[config.mk]
export PLATFORM = sky130hd
export DESIGN_NAME = qvr_cfg
export DESIGN_NICKNAME = d
export VERILOG_FILES = /design/src/rtl/core/qvr_pkg.sv /design/src/rtl/core/qvr_cfg.sv
export SDC_FILE = /design/constraint.sdc
export NUM_CORES = 1
export LEC_CHECK = 0
export BUFFER_PORTS_ARGS = -buffer_cell sky130_fd_sc_hd__buf_2
export CORE_MARGIN = 1
export CORE_UTILIZATION = 40
export CTS_BUF_LIST = sky130_fd_sc_hd__clkbuf_8 sky130_fd_sc_hd__clkbuf_16
export CTS_CLUSTER_SIZE = 8
export DETAILED_ROUTE_END_ITERATION = 6
export PLACE_DENSITY = 0.71
export SLEW_MARGIN = 20
export SYNTH_ARGS = -nofsm -noshare
export SYNTH_HDL_FRONTEND = slang
export SYNTH_SLANG_ARGS = --single-unit
[constraint.sdc]
create_clock -name i_clk -period 1.2 [get_ports i_clk]
set_clock_uncertainty 0.15 [all_clocks]
set_input_delay 0.12 -clock i_clk [delete_from_list [all_inputs] [get_ports i_clk]]
set_output_delay 0.12 -clock i_clk [all_outputs]
set_load 0.02 [all_outputs]
[src/rtl/core/qvr_pkg.sv]
// Shared types and constants for the quaternion vector rotation block.
// Used by every module under rtl/core; depends on nothing else.
package qvr_pkg;

    localparam int COORD_BITS_DEF = 24;
    localparam int Q_BITS         = 16;
    localparam int Q_FRAC         = 14;
    localparam int CFG_IDX_BITS   = 3;
    localparam int CFG_DATA_BITS  = 16;

    localparam logic signed [Q_BITS-1:0] Q_W_RESET = 16'sd16384;

    typedef enum logic [CFG_IDX_BITS-1:0] {
        CFG_QUAT_W = 3'd0,
        CFG_QUAT_X = 3'd1,
        CFG_QUAT_Y = 3'd2,
        CFG_QUAT_Z = 3'd3
    } t_cfg_idx;

    typedef struct packed {
        logic signed [Q_BITS-1:0] w;
        logic signed [Q_BITS-1:0] x;
        logic signed [Q_BITS-1:0] y;
        logic signed [Q_BITS-1:0] z;
    } t_quat;

    // Load enables of a two-register arithmetic section.
    typedef struct packed {
        logic en_a;
        logic en_b;
    } t_stg_ctl;

endpackage

[src/rtl/core/qvr_cfg.sv]
// Quaternion register file written through the configuration channel.
// Depends on qvr_pkg.
module qvr_cfg import qvr_pkg::*; (
    input  logic                     i_clk,
    input  logic                     i_rst_n,
    input  logic                     i_valid,
    output logic                     o_ready,
    input  logic [CFG_IDX_BITS-1:0]  i_index,
    input  logic [CFG_DATA_BITS-1:0] i_data,
    output t_quat                    o_quat
);

    t_quat r_quat;
    t_quat n_quat;

    assign o_ready = 1'b1;
    assign o_quat  = r_quat;

    always_comb begin
        n_quat = r_quat;
        if (i_valid) begin
            case (t_cfg_idx'(i_index))
                CFG_QUAT_W: n_quat.w = i_data;
                CFG_QUAT_X: n_quat.x = i_data;
                CFG_QUAT_Y: n_quat.y = i_data;
                CFG_QUAT_Z: n_quat.z = i_data;
                default:    n_quat = r_quat;
            endcase
        end
    end

    always_ff @(posedge i_clk) begin
        if (!i_rst_n) begin
            r_quat <= '{w: Q_W_RESET, x: '0, y: '0, z: '0};
        end else begin
            r_quat <= n_quat;
        end
    end

endmodule

**Yosys cells after proc, flatten, opt, wreduce, memory -nomap -nowiden**

Index checks and enable logic that the tools add are counted.

- Bits in registers: 64
- Bits of input ports: 22
- Output and inout port bits: 65

- Reductions and logical operators: 5
- Equal/unequal tests: 3

Operator list:

| kind | number |
|---|---|
| 2-bit AND reduction | 4 |
| 3-bit by 2-bit equality test with 1-bit output (second input constant) | 2 |
| 3-bit by 1-bit equality test with 1-bit output (second input constant) | 1 |
| 3-bit zero test | 1 |

**Logic depth before layout (Yosys ltp)**

- Word-level depth: 2
- Depth in mapped cells: 4
- Gate-level depth less buffers: 2

**Worst setup path after synthesis**

Ideal clock, no wire load.

- Path type: input to register
- From: in i_index[0]
- To: reg r_quat (netlist bit o_quat[49])
- Stages: 4
- Arrival time: 0.865 ns
- Library setup time: 0.072 ns
- Path slack: 0.114 ns
- Path through: nor4b_2 buf_4 buf_12 mux2i_1

- Longest elaborated chain between the ends: 2

Ends and longest elaborated chain:

| element | line | RTL |
|---|---|---|
| from (decl) | qvr_cfg.sv:8 | `input logic [CFG_IDX_BITS-1:0] i_index,` |
| 3-bit zero test | qvr_cfg.sv:22 | `case (t_cfg_idx'(i_index))` |
| 2-bit AND reduction (no source line) | -- |  |
| to (signal assigned) | qvr_cfg.sv:34 | `r_quat <= '{w: Q_W_RESET, x: '0, y: '0, z: '0};` |
| to (signal assigned) | qvr_cfg.sv:36 | `r_quat <= n_quat;` |
| to (decl) | qvr_cfg.sv:13 | `t_quat r_quat;` |

No other way between the ends.
A chain may end at the register's enable or synchronous reset.

**Worst setup path after layout**

- From: reg r_quat (netlist bit o_quat[43])
- To: out o_quat[43] (netlist bit)

RTL lines:

| element | line | RTL |
|---|---|---|
| to (decl) | qvr_cfg.sv:10 | `output t_quat o_quat` |

No word-level cell between the ends.

==> impl_metrics.tcl <==
set metrics [dict create \
    status "finished clean" \
    drt.antenna.violating_nets 0 \
    yosysTopAreaCell "dfxtp_1" \
    vdd_ir_drop_max_v 0.000783 \
    synth_cell_types 15 \
    slew_viol_final 0 \
    max_freq_mhz 895 \
    crit_buf_inv 1 \
    grt_util_all_layers 0.178 \
    crit_chain "buf_2" \
    cts_sinks 64 \
    grt_pass1_wl_um 8440 \
    crit_type "reg -> out" \
    timing.final.ws_setup_ps 82.3 \
    finalPower_uw 4410 \
    worst_path_largest_cell_delay_ps 350 \
    syn-cell-area_mm2 0.00242 \
    placed_area_mm2 0.00291 \
    clkLatencyLatePin_ps 330 \
    die_h_um 79.7 \
    synth_area_leaders "dfxtp_1 53%, mux2i_1 27%, nand2_1 12%" \
    rrSetupSlack_ps 450 \
    drcViolationCount 0 \
    htree_levels 3 \
    postSynthCellCount 232 \
    wirelength_um 5260 \
    antenna_found_initial 0 \
    setup_viol 0 \
    required_ps 930 \
    dr.first_iter.drc_count 48 \
    core_area_mm2 0.00568 \
    hpwlAfterDp_um 3460 \
    min_path_type "in -> reg" \
    syn_area_per_cell_um2 10.4 \
    final_cell_mix "85 x buf_2, 79 x nand2_1, 64 x mux2i_1, 64 x dfxtp_1, 16 x dlygate4sd3_1" \
    dieArea_mm2 0.00636 \
    ios 87 \
    largest_reg_flops 64 \
    fin_crit_sh 0.931 \
    clk_pin_slew_ps 70 \
    post_cts_buffers 0 \
    whs_ps 120 \
    start_util 0.426 \
    rsz0062_at_grt "no" \
    via_count 1895 \
    io_buffers 85 \
    grt-ovfl-total 0 \
    num_rows 27 \
    cts_made_buffers 9 \
    p_leak_uw 0.00166 \
    crit_path_end_kind "output pin" \
    period_needed_ps 1120 \
    grt_pass1_vias 1799 \
    cpLargestDelayFamily "flip-flops" \
    final_common_cell "buf_2" \
    syn_to_final_growth_pct 35.3 \
    yosys.area.top_type_share 0.530 \
    finalInstanceArea_mm2 0.00327 \
    drive_gt1_frac 0.317 \
    post_cts_resized 0 \
    antenna_cells 0 \
    worst-path-max-fanout 2 \
    synth-seq-cells 64 \
    place_congestion 0.720 \
    slowest_stage "dfxtp_1" \
    clk_path_buf_depth 2 \
    die_w_um 79.7 \
    wire_per_inst_um 12.8 \
    first_pass_iters 4 \
    num-nets-final 355 \
    timing.max_cap.violations 0 \
    hold_viol_final 0 \
    syn_nets 254 \
    cp-start-kind "register" \
    yosysSeqAreaShare 0.530 \
    viasPerCell 4.62 \
    worstPathArrival_ps 850 \
    cts_tree "built" \
    grt_max_degree 42 \
    ys_warn_count 0 \
    place_ws_ps -27.4 \
    power.density_mw_per_mm2 1350 \
    ctsRootBufferMaster "clkbuf_8" \
]
==> layout make-up <==
type	instances	area (µm²)
Timing Repair Buffer	108	688
Sequential cell	64	1280
Tap cell	72	90.1
Clock inverter	5	47.5
Multi-Input combinational cell	150	1010
Fill cell	519	2410
Clock buffer	11	151
==> cell usage after synthesis <==
cell type   n
clkbuf_1    6
buf_8       1
conb_1      1
buf_6       3
dfxtp_1    64
nor2b_1     2
mux2i_1    64
buf_4       3
nand2_1    79
buf_12      1
nand4b_1    1
nand4bb_1   1
and4bb_1    1
buf_2       4
nor4b_2     1
==> routing by layer <==
metal | global-route usage | share of wire
met2 | 0.279 | 0.45
met1 | 0.217 | 0.47
met4 | 0.105 | 0.022
met5 | 0 | 0
met3 | 0.0503 | 0.058
==> stage by stage <==
step / TNS (ps) / cells / utilization
global route: 0 / 410 / 0.576
detailed placement: -145 / 378 / 0.513
global placement: 0 / 378 / 0.513
CTS: 0 / 410 / 0.576
floorplan: 0 / 232 / -
finish: 0 / 410 / 0.576
==> logic make-up after synthesis <==
kind of cell / after synthesis / share of synthesized area
and+or+nand+nor: 85 / 0.148
muxes: 64 / 0.265
DFF: 64 / 0.530
buffers and inverters: 18 / 0.0554
other: 1 / 0.00155
==> repair_timing <==
action | CTS | global route
endpoints found under the setup margin | 0 | 0
hold buffers | 16 | 0
endpoints found under the hold margin | 64 | 0
==> power breakdown <==
| part | total [µW] | internal (µW) | switching, µW |
|---|---|---|---|
| logic | 386 | 168 | 219 |
| clock network | 1830 | 1050 | 780 |
| registers | 2190 | 2170 | 21.8 |
| total | 4410 | 3390 | 1020 |
==> worst paths after layout <==
check | depth (start not counted) | to | startpoint
max | 1 | o_quat[43] | o_quat[43]
min | 4 | o_quat[38] | i_rst_n
max reg2reg | 2 | o_quat[3] | o_quat[3]
min reg2reg | 2 | o_quat[61] | o_quat[61]
Power figures use the tool's default switching activity.
