<file path="config.mk">
export PLATFORM = sky130hd
export DESIGN_NAME = qvr_scale
export DESIGN_NICKNAME = d
export VERILOG_FILES = /design/src/rtl/core/qvr_pkg.sv /design/src/rtl/core/qvr_scale.sv
export SDC_FILE = /design/constraint.sdc
export NUM_CORES = 2
export LEC_CHECK = 0
export BUFFER_PORTS_ARGS = -buffer_cell sky130_fd_sc_hd__buf_2
export CAP_MARGIN = 20
export CORE_ASPECT_RATIO = 0.8
export CORE_UTILIZATION = 45
export CTS_CLUSTER_SIZE = 14
export DETAILED_ROUTE_END_ITERATION = 8
export GPL_ROUTABILITY_DRIVEN = 0
export SLEW_MARGIN = 25
export SYNTH_ARGS = -nofsm -noshare
export SYNTH_HDL_FRONTEND = slang
export SYNTH_SLANG_ARGS = --single-unit
</file>
<file path="constraint.sdc">
create_clock -name i_clk -period 7.2 [get_ports i_clk]
set_input_delay 0 -clock i_clk [delete_from_list [all_inputs] [get_ports i_clk]]
set_output_delay 0 -clock i_clk [all_outputs]
set_load 0.1 [all_outputs]
</file>
<file path="src/rtl/core/qvr_pkg.sv">
// Shared types and constants for the quaternion vector rotation block.
// Used by every module under rtl/core; depends on nothing else.
package qvr_pkg;

    localparam int COORD_BITS_DEF = 24;
    localparam int Q_BITS         = 16;
    localparam int Q_FRAC         = 14;
    localparam int CFG_IDX_BITS   = 3;
    localparam int CFG_DATA_BITS  = 16;

    localparam logic signed [Q_BITS-1:0] Q_W_RESET = 16'sd16384;

    typedef enum logic [CFG_IDX_BITS-1:0] {
        CFG_QUAT_W = 3'd0,
        CFG_QUAT_X = 3'd1,
        CFG_QUAT_Y = 3'd2,
        CFG_QUAT_Z = 3'd3
    } t_cfg_idx;

    typedef struct packed {
        logic signed [Q_BITS-1:0] w;
        logic signed [Q_BITS-1:0] x;
        logic signed [Q_BITS-1:0] y;
        logic signed [Q_BITS-1:0] z;
    } t_quat;

    // Load enables of a two-register arithmetic section.
    typedef struct packed {
        logic en_a;
        logic en_b;
    } t_stg_ctl;

endpackage

</file>
<file path="src/rtl/core/qvr_scale.sv">
// Two-register scaling of a vector by the Q2.14 scalar part, rounded.
// Depends on qvr_pkg.
module qvr_scale import qvr_pkg::*; #(
    parameter int IN_BITS = COORD_BITS_DEF
) (
    input  logic                      i_clk,
    input  t_stg_ctl                  i_ctl,
    input  logic signed [Q_BITS-1:0]  i_w,
    input  logic signed [IN_BITS-1:0] i_v [3],
    output logic signed [IN_BITS+2:0] o_r [3]
);

    localparam int P = Q_BITS + IN_BITS;
    localparam logic signed [P:0] RND = (P+1)'(2 ** (Q_FRAC - 1));

    logic signed [P-1:0]       r_p [3];
    logic signed [P-1:0]       n_p [3];
    logic signed [P:0]         rsum [3];
    logic signed [IN_BITS+2:0] r_r [3];
    logic signed [IN_BITS+2:0] n_r [3];

    always_comb begin
        for (int k = 0; k < 3; k++) begin
            n_p[k]  = i_w * i_v[k];
            rsum[k] = r_p[k] + RND;
            n_r[k]  = rsum[k][P:Q_FRAC];
        end
    end

    always_ff @(posedge i_clk) begin
        if (i_ctl.en_a) begin
            r_p <= n_p;
        end
        if (i_ctl.en_b) begin
            r_r <= n_r;
        end
    end

    assign o_r = r_r;

endmodule

</file>
### Word level (Yosys, flattened, before mapping)

Index checks and enable logic that the tools add are counted.

| cells by class | value |
|---|---|
| add/sub/neg operators | 3 |
| $mul | 3 |

Operator list:

| operator | count |
|---|---|
| 40-bit by 15-bit adder with 41-bit output, second input constant | 3 |
| 16-bit by 24-bit multiplier with 40-bit output | 3 |

| word-level totals | value |
|---|---|
| register bits after elaboration | 201 |
| input port bits | 91 |
| word-level logic and storage cells | 12 |

### Logic depth before layout (Yosys ltp)

| depth | value |
|---|---|
| depth in word-level cells | 1 |
| depth in mapped cells | 26 |

### Worst setup path after synthesis

No wires, ideal clock.

| timing path | value |
|---|---|
| kind | input-to-reg |
| start | input port i_w[4] |
| end | register r_p[119] in the netlist's numbering, data pin |
| library setup time | 0.260 ns |
| arrival time | 5.784 ns |
| data required time | 6.940 ns |
| slack | 1.156 ns |
| stages | 20 |
| buffers on the path | 2 |
| path through | clkbuf_1 > clkbuf_1 > nand2_1 > fa_1 > inv_1 > fa_1 > fa_1 > fa_1 > fa_1 > fa_1 > ha_1 > a21o_1 > a21oi_1 > nor2b_1 > a311o_1 > a2111o_1 > a31oi_1 > o21ai_1 > a21oi_1 > xnor2_1 |

RTL lines:

| item | RTL line | source |
|---|---|---|
| start, declared | qvr_scale.sv:8 | `input logic signed [Q_BITS-1:0] i_w,` |
| end signal, assigned | qvr_scale.sv:32 | `r_p <= n_p;` |
| end, declared | qvr_scale.sv:16 | `logic signed [P-1:0] r_p [3];` |

==> impl_metrics.yaml <==
status:
  status: "finished, final reports clean"
drt:
  vias: 31000
  final_antenna_net_count: 0
  firstDrtPassIters: 6
  drc: 0
  initialDrtViolationCount: 1618
  wl_per_cell_um: 17.8
  routed_via_density: 4.97
  wirelength_um: 111000
critical_path:
  start_kind: "input pin"
  reg2reg_slack_ns: 4.77
  required_ns: 7.46
  crit_type: "in -> reg"
  end_kind: "flop"
  startpoint: "i_w[11]"
  rr_startpoint: "r_p[15]"
  arrival_ns: 6.39
  cp_max_fo: 36
place:
  dp_hpwl_um: 89800
  dp_slack_ns: 0.614
  io_buffers: 171
  place_area_sq_um: 48400
sta:
  timing.fmax_ghz: 0.163
  period_needed_ns: 6.13
  period_share_pct: 85.2
  drv_slew: 0
  tightestPinTransition_ns: 1.03
  layout_setup_ws_ns: 1.07
  hold_viol: 0
  fin_skew_ns: 0.0178
  final.setup.tns_ns: 0
  grt_setup_unrepaired: "false"
  report.final.setup_viol: 0
  holdWs_ns: 0.357
  slew_headroom_pct: 31.5
logic_synthesis:
  netlist.area_leader.share_pct: 48.6
  netlist_area_sq_um: 46100
  synthDistinctLibCells: 59
  synth_area_leaders: "fa_1 (49%), edfxtp_1 (11%), inv_1 (10%)"
  ys_async_sr_fraction_pct: 0
  synth_nets: 6329
  synthCells: 4831
  yosysSeqAreaShare_pct: 10.6
  synth_edf_count: 162
  avgSynthCellArea_sq_um: 9.54
  ys_seq_elements: 162
  yosys.area.top_type: "fa_1"
  synth_warnings: 0
  ys.flop_type: "edfxtp_1"
grt:
  antenna_found_initial: 6
  first_global_vias: 33700
  grt_pass1_wl_um: 184000
  track_usage_pct: 22.8
  grt_overflow_total: 0
  grt_max_degree: 56
cts:
  cts.sinks: 162
  clockBufferDepth: 2
  postCtsHoldBufs: 2
  cts_resized: 0
  cts_tree: "yes"
  cts.clk_slew.worst_paths_ns: 0.07
  post-cts-setup-buffer-count: 0
  cts-root-buf: "clkbuf_16"
  ctsHtreeMaxLevel: 4
  insertion_delay_ns: 0.52
  cts_buffers: 17
floorplanning:
  core_sq_um: 101000
  die_area_sq_um: 104000
  die_h_um: 288
  pin_count: 172
  start_util_pct: 45.6
  die_w_um: 360
  rows: 104
finish:
  layout-drive-gt1-share_pct: 5.86
  fin_nets: 6383
  area_growth_pct: 6.47
  n_fill_cell: 9661
  stdcell_area_sq_um: 49100
hold_path:
  hp-class: "in -> reg"
  hold_path.startpoint: "i_v[48]"
flow_run:
  cap_violations: 0
[worst max-delay path, cell delays in order]
cell	delay (ns)
buf_2	0.75
buf_4	0.35
nand2_1	0.09
fa_1	0.54
inv_1	0.07
fa_1	0.55
fa_1	0.45
fa_1	0.42
fa_1	0.51
inv_1	0.05
fa_1	0.47
inv_1	0.04
ha_1	0.33
a21oi_1	0.16
o21bai_1	0.12
a311o_1	0.35
a2111o_1	0.40
a31oi_1	0.27
o21ai_1	0.15
a21oi_1	0.19
xnor2_1	0.09
[placed cells by master (no fill, tap or decap), types with 13 or more instances in the layout]
cell type | synthesis | routed
inv_1 | 1287 | 1286
fa_1 | 1119 | 1119
nand2_1 | 694 | 694
and2_1 | 446 | 446
ha_1 | 288 | 288
buf_2 | 0 | 169
edfxtp_1 | 162 | 162
xnor2_1 | 116 | 116
nor2_1 | 113 | 113
xor2_1 | 54 | 54
buf_4 | 0 | 54
nand3_1 | 52 | 52
a21oi_1 | 50 | 50
a21o_1 | 38 | 38
and3_1 | 26 | 26
nand2b_1 | 24 | 24
nand4_1 | 21 | 21
o21ai_0 | 20 | 20
clkbuf_16 | 0 | 17
nor3_1 | 15 | 15
o21a_1 | 13 | 13
[per-stage QoR]
stage | std cells | utilization, %
after floorplan | 4831 | -
after global placement | 6189 | 48.0
after detailed placement | 6189 | 48.0
after CTS | 6223 | 48.6
after global routing | 6225 | 48.6
final | 6227 | 48.6
[cells in the mapped netlist, types with 6 or more instances]
cell	n
nor3_1	15
a21oi_1	50
nand4_1	21
o21a_1	13
a211oi_1	6
nor2b_1	9
nor2_1	113
ha_1	288
clkbuf_1	196
inv_1	1287
xor2_1	54
fa_1	1119
and3_1	26
o21ai_0	20
o21bai_1	6
nand2_1	694
and2_1	446
a21o_1	38
and4_1	6
o21ai_1	10
nand2b_1	24
nand3_1	52
xnor2_1	116
edfxtp_1	162
[state kept, by name, indices dropped and copies added, names as in the netlist]
name  cells
o_r      81
r_p      81
[per-layer routing]
| layer | GRT usage [%] | part of all wire (%) |
|---|---|---|
| met3 | 4.02 | 5.5 |
| met4 | 3.54 | 1.0 |
| met1 | 32.2 | 46 |
| met2 | 37.6 | 47 |
| met5 | 0 | 0.031 |
[cell families (layout without fill, tap and decap cells)]
kind of cell	Yosys count	count (layout)	share of synthesized area (%)
xor gates and xnor gates	170	170	3.23
and+or+nand+nor	1417	1417	14.8
DFF	162	162	10.6
buffers and inverters	1487	1554	12.1
other	0	4	0
AOI/OAI and AO/OA	188	188	2.87
adders and majority gates	1407	1407	56.4
[layout make-up]
type | instances | area, sq um | area share [%]
Antenna cell | 4 | 10.0 | 0.0204
Clock buffer | 18 | 429 | 0.875
Clock inverter | 14 | 170 | 0.347
Inverter | 1287 | 4830 | 9.85
Multi-Input combinational cell | 3182 | 35600 | 72.6
Sequential cell | 162 | 4860 | 9.92
Tap cell | 1325 | 1660 | 3.38
Timing Repair Buffer | 235 | 1470 | 3.00
[path summary, 6_finish.rpt]
path | end | cells past startpoint
hold reg to reg | o_r[30] | 1
setup / recovery | r_p[119] | 21
hold / removal | r_p[93] | 6
setup reg to reg | o_r[24] | 8
Power is not shown: default switching activity piles up to over one toggle a cycle in this logic, so the estimate is an artifact.
