--- config.mk ---
export PLATFORM = sky130hd
export DESIGN_NAME = qvr_sat
export DESIGN_NICKNAME = d
export VERILOG_FILES = /design/src/rtl/core/qvr_pkg.sv /design/src/rtl/core/qvr_sat.sv
export SDC_FILE = /design/constraint.sdc
export NUM_CORES = 1
export LEC_CHECK = 0
export BUFFER_PORTS_ARGS = -buffer_cell sky130_fd_sc_hd__buf_2
export CORE_ASPECT_RATIO = 1.1
export CORE_MARGIN = 5
export CORE_UTILIZATION = 50
export DETAILED_ROUTE_END_ITERATION = 10
export PLACE_DENSITY = 0.79
export SKIP_CTS_REPAIR_TIMING = 1
export SLEW_MARGIN = 0
export SYNTH_ARGS = -nofsm -noshare
export SYNTH_HDL_FRONTEND = slang
export SYNTH_SLANG_ARGS = --single-unit
--- constraint.sdc ---
create_clock -name i_clk -period 7.1 [get_ports i_clk]
set_clock_uncertainty 0.15 [all_clocks]
set_input_delay 0.355 -clock i_clk [delete_from_list [all_inputs] [get_ports i_clk]]
set_output_delay 0.355 -clock i_clk [all_outputs]
set_load 0.05 [all_outputs]
--- src/rtl/core/qvr_pkg.sv ---
// Shared types and constants for the quaternion vector rotation block.
// Used by every module under rtl/core; depends on nothing else.
package qvr_pkg;

    localparam int COORD_BITS_DEF = 24;
    localparam int Q_BITS         = 16;
    localparam int Q_FRAC         = 14;
    localparam int CFG_IDX_BITS   = 3;
    localparam int CFG_DATA_BITS  = 16;

    localparam logic signed [Q_BITS-1:0] Q_W_RESET = 16'sd16384;

    typedef enum logic [CFG_IDX_BITS-1:0] {
        CFG_QUAT_W = 3'd0,
        CFG_QUAT_X = 3'd1,
        CFG_QUAT_Y = 3'd2,
        CFG_QUAT_Z = 3'd3
    } t_cfg_idx;

    typedef struct packed {
        logic signed [Q_BITS-1:0] w;
        logic signed [Q_BITS-1:0] x;
        logic signed [Q_BITS-1:0] y;
        logic signed [Q_BITS-1:0] z;
    } t_quat;

    // Load enables of a two-register arithmetic section.
    typedef struct packed {
        logic en_a;
        logic en_b;
    } t_stg_ctl;

endpackage

--- src/rtl/core/qvr_sat.sv ---
// Final three-term sum per component, clipped to the coordinate range,
// held in the output register. Depends on qvr_pkg.
module qvr_sat import qvr_pkg::*; #(
    parameter int COORD_BITS = COORD_BITS_DEF
) (
    input  logic                         i_clk,
    input  logic                         i_en,
    input  logic signed [COORD_BITS-1:0] i_v [3],
    input  logic signed [COORD_BITS+6:0] i_a [3],
    input  logic signed [COORD_BITS+6:0] i_b [3],
    output logic signed [COORD_BITS-1:0] o_r [3],
    output logic                         o_sat
);

    localparam int S = COORD_BITS + 9;
    localparam logic signed [S-1:0] MAXV = {{(S-COORD_BITS+1){1'b0}}, {(COORD_BITS-1){1'b1}}};
    localparam logic signed [S-1:0] MINV = {{(S-COORD_BITS+1){1'b1}}, {(COORD_BITS-1){1'b0}}};

    logic signed [S-1:0]          sum  [3];
    logic signed [COORD_BITS-1:0] n_r  [3];
    logic signed [COORD_BITS-1:0] r_r  [3];
    logic [2:0]                   clip;
    logic                         r_sat;

    always_comb begin
        for (int k = 0; k < 3; k++) begin
            sum[k]  = i_v[k] + i_a[k] + i_b[k];
            clip[k] = 1'b1;
            if (sum[k] > MAXV) begin
                n_r[k] = MAXV[COORD_BITS-1:0];
            end else if (sum[k] < MINV) begin
                n_r[k] = MINV[COORD_BITS-1:0];
            end else begin
                n_r[k]  = sum[k][COORD_BITS-1:0];
                clip[k] = 1'b0;
            end
        end
    end

    always_ff @(posedge i_clk) begin
        if (i_en) begin
            r_r   <= n_r;
            r_sat <= |clip;
        end
    end

    assign o_r   = r_r;
    assign o_sat = r_sat;

endmodule

## Word level (Yosys, flattened, before mapping)

Cells that the tools add are included.

- Word-level logic and storage cells: 26
- Output and inout port bits: 73
- Register bits after elaboration: 73

- Muxes and demuxes: 9
- Reductions and logical operators: 1
- Order comparisons: 6
- $add $sub $neg: 6

Operator list:

| cell | count |
|---|---|
| $add A32 B31 Y33 | 3 |
| $gt A33 B24 Y1 const B | 3 |
| $lt A33 B24 Y1 const B | 3 |
| $add A24 B31 Y32 | 3 |
| $mux W24 | 3 |
| $mux W1 | 6 |
| $reduce_or A3 Y1 | 1 |

## Logic depth before layout (Yosys ltp)

- Depth in word-level cells: 6
- Gate-level depth with buffers: 15
- Gate-level depth less buffers: 13

## Worst setup path after synthesis

OpenSTA, ideal clock, no wires.

- Path kind: input-to-reg
- From: in i_v[1] (netlist bit)
- To: reg r_sat, in the netlist o_sat (data pin)
- Slack: 3093 ps
- Data arrival time: 3598 ps
- Data required time: 6691 ps
- Stages on the path: 13
- Library setup time: 259 ps
- Cell sequence: fa_1 > ha_1 > fa_1 > a21o_1 > a21oi_1 > o21a_1 > o211ai_1 > a31o_2 > a311o_1 > nor4_1 > and4_1 > nand4_1 > a211o_1

- Cells in the longest elaborated chain, start to end: 6
- Elaborated cells on any way between the ends: 7
- Those cells by class: add/sub: 2; order compare: 2; mux: 2; reduce/logical: 1

Ends and longest elaborated chain:

| element | line | RTL |
|---|---|---|
| from (decl) | qvr_sat.sv:8 | `input logic signed [COORD_BITS-1:0] i_v [3],` |
| $add A24 B31 Y32 (*) | qvr_sat.sv:27 | `sum[k] = i_v[k] + i_a[k] + i_b[k];` |
| $add A32 B31 Y33 (*) | qvr_sat.sv:27 |  |
| $lt A33 B24 Y1 | qvr_sat.sv:31 | `end else if (sum[k] < MINV) begin` |
| $mux W1 | qvr_sat.sv:31 |  |
| $mux W1 (*) | qvr_sat.sv:29 | `if (sum[k] > MAXV) begin` |
| $reduce_or A3 Y1 (*) | qvr_sat.sv:43 | `r_sat <= \|clip;` |
| to (signal assigned) | qvr_sat.sv:43 |  |
| to (decl) | qvr_sat.sv:23 | `logic r_sat;` |

Mark *: on every way between the ends. The rest lies on a longest branch, timed or not.
A chain may end at the register's enable or synchronous reset.

## Worst setup path in the final report

- From: in i_v[48] (netlist bit)
- To: reg r_r, in the netlist o_r[54] (data pin)

- Cells in the longest elaborated chain, start to end: 4
- Elaborated cells on any way between the ends: 5
- Those cells by class: add/sub: 2; order compare: 2; mux: 1

Ends and longest elaborated chain:

| element | line | RTL |
|---|---|---|
| $add A24 B31 Y32 (*) | qvr_sat.sv:27 |  |
| $add A32 B31 Y33 (*) | qvr_sat.sv:27 |  |
| $lt A33 B24 Y1 | qvr_sat.sv:31 |  |
| $mux W24 | qvr_sat.sv:31 |  |
| to (signal assigned) | qvr_sat.sv:42 | `r_r <= n_r;` |
| to (decl) | qvr_sat.sv:21 | `logic signed [COORD_BITS-1:0] r_r [3];` |

Marks and branches as above.

==> results by group <==
Routing
  – Avg Vias per Cell: 5.90
  – Drt wl/cell: 18.1 microns
  – Post-route DRC violation count: 0
  – DRT Pass-1 Iters: 5
  – Routed WL: 28,900 microns
  – Iteration-0 DRC count of the detailed router: 613
  – Vias post-DR: 9,435
  – Antenna Nets Post-Route: 0

STA
  – Final slew viol count: 0
  – Worst slew pin tran: 1.17 ns
  – Setup Viol. Count Final: 0
  – Post-Route Setup TNS: 0 ns
  – RSZ-0062 raised after global routing: false
  – Final Hold Fails: 0
  – Fin crit period: 4.64 ns
  – F_max: 215 MHz
  – Final cycle utilization of the critical path: 65.4%
  – Worst slew margin: 22.1%

Synthesis
  – Post-synthesis async set-or-reset flop share: 0%
  – Net Count, Synth: 1,479
  – Yosys warns: 0
  – Mean Syn Cell Area: 9.77 sq um
  – Yosys top cell by area: edfxtp_1
  – Largest cells by area after synthesis: edfxtp_1 22%, fa_1 19%, ha_1 12%
  – Post-synth top area share: 21.8%
  – Synth Instances: 1,030
  – Post-Syn Area: 0.0101 sq mm
  – Seq cells post-synth: 73
  – Distinct cell type count after synthesis: 73
  – Seq/Total Area, Yosys: 21.8%
  – Post-synth EDFFs: 73
  – Top_reg_cell synth: edfxtp_1

Worst hold path
  – Hold WC Path Type: in2reg
  – Hold depth: 3

Setup path
  – WP data required: 6.99 ns
  – Startpoint types: input pin
  – Slowest CP cell: nor2_2
  – Worst Path Class, Setup: in2reg
  – Max FO, Critical Path: 23
  – CP peak stage delay: 0.89 ns
  – Worst path cell trace: buf_2 -> fa_1 -> ha_1 -> fa_1 -> a21oi_1 -> o211ai_1 -> a211oi_1 -> o31ai_1 -> a221oi_1 -> xnor2_1 -> nand2_1 -> nor4_1 -> nor2_2 -> o21ai_1
  – Cell repeated most along the worst path: fa_1
  – Crit end category: flip-flop
  – Worst EP arrival: 4.53 ns

Global routing
  – Initial antenna violation count: 0
  – Gr usage total: 24.1%
  – Number of global-route vias before repair: 9,709
  – Global route total overflow: 0
  – First-pass GRT wire length: 46,900 microns
  – Maximum number of pins on one net before global-route repair: 74

Power and ir drop
  – Final Power: 0.00327 W
  – Peak VDD IR: 0.000167 V
  – Sw frac: 48.7%
  – Internal power: 0.00168 W
  – Clk pwr share: 15.0%
  – Reg power frac: 20.5%
  – Power share of the combinational group: 64.5%
  – Net Sw Power: 0.00159 W
  – Leak Pwr: 5.51 nW
  – Power density over cell area: 268 mW/mm^2

CTS
  – Clk slew on worst S/H paths: 0.06 ns
  – Bufs on Longest Clock Path: 2
  – Clock sink total: 73
  – CTS tree: built
  – TritonCTS Buffers: 9
  – Number of H-tree levels: 3
  – Clock Tree Root: clkbuf_16

Cells and area
  – Share of layout cells above drive strength 1: 28.3%
  – Nets: 1,791
  – Commonest non-fill, non-tap cell in the layout: buf_2
  – Most frequent cells in the layout: 331 x buf_2, 98 x a21oi_1, 96 x fa_1, 93 x ha_1, 74 x a21o_1
  – N_diodes: 0
  – Syn-to-layout area delta: 21.1%

Floorplan
  – Cell row count: 54
  – Starting Density: 50.8%
  – Full die area: 0.0231 sq mm
  – Num ports: 333
  – Die H: 159 microns
  – Die Wd: 145 microns
  – Core Footprint: 0.0198 sq mm

Placement
  – Dpl hpwl: 24,400 microns
  – Port bufs: 332
  – RD Place Congestion: 0.951

Run status
  – Outcome: completed

Job
  – Total of max-cap violations: 0
[kinds of logic after synthesis]
kind of cell               synth area share (%)
buffers and inverters                      3.08
and+or+nand+nor                            13.3
AOI/OAI and AO/OA                          24.2
xor gates and xnor gates                   6.18
DFF                                        21.8
adders and majority gates                  30.7
muxes                                     0.796
[synth_stat cells, types with 8 or more instances]
cell and instances:
mux2i_1 8, nand2_1 71, a21oi_1 99, ha_1 93, inv_1 34, xor2_1 27, fa_1 96, a211oi_1 23
nand3_1 19, o21ai_1 14, o21a_1 14, xnor2_1 44, nor3_1 14, a21o_1 74, o31ai_1 8, o211ai_1 10
edfxtp_1 73, buf_2 10, o21ai_0 47, nand4_1 21, nor2_1 50, clkbuf_1 13, and2_1 12, o21bai_1 8
and3_1 12, nor2b_1 12
[stage by stage]
stage | std cells | setup WS [ns] | hold slack (ns) | util (%) | instance area (sq um)
3_3_place_gp | 1583 | 2.45 | 0.656 | 60.0 | 11900
4_1_cts | 1599 | 2.58 | 0.325 | 61.6 | 12200
5_1_grt | 1599 | 2.28 | 0.336 | 61.6 | 12200
3_5_place_dp | 1583 | 2.22 | 0.675 | 60.0 | 11900
6_report | 1599 | 2.46 | 0.327 | 61.6 | 12200
2_1_floorplan | 1030 | 3.09 | 0.317 | - | 10100
[path summary, 6_finish.rpt]
| path | to | slack (ns) | from |
|---|---|---|---|
| min | o_r[0] | 0.33 | i_b[0] |
| max | o_r[54] | 2.46 | i_v[48] |
[worst max-delay path, delay by kind of cell]
kind	cells	cell delay, ns
fa+ha+maj	3	1.26
compound gates	6	1.59
simple gates	3	1.06
xor+xnor	1	0.16
buf+inv	1	0.11
[registers in the layout, indices dropped and copies added, names as in the netlist]
| name | flops |
|---|---|
| o_r | 72 |
| o_sat | 1 |
[metal layers]
layer	part of all wire, %	global-route usage [%]
met3	8.9	6.10
met5	0	0
met1	38	29.2
met2	50	42.5
met4	2.8	7.04
[cell type report]
class	instances	area [sq um]
repair buffers	334	1680
inverters	34	128
well taps	252	315
clock buffers	9	225
multi-input cells	890	7570
fillers	1672	7600
flip-flops and latches	73	2190
clock inverters	7	85.1
[power groups by stage]
stage               Clock, W  Combinational, W  Sequential (W)
floorplan                  0           0.00120         0.00105
global placement           0           0.00207        0.000678
detailed placement         0           0.00210        0.000676
CTS                 0.000498           0.00210        0.000670
global route        0.000515           0.00231        0.000678
finish              0.000490           0.00211        0.000671
Note: power is estimated with default switching activity, not from simulation.
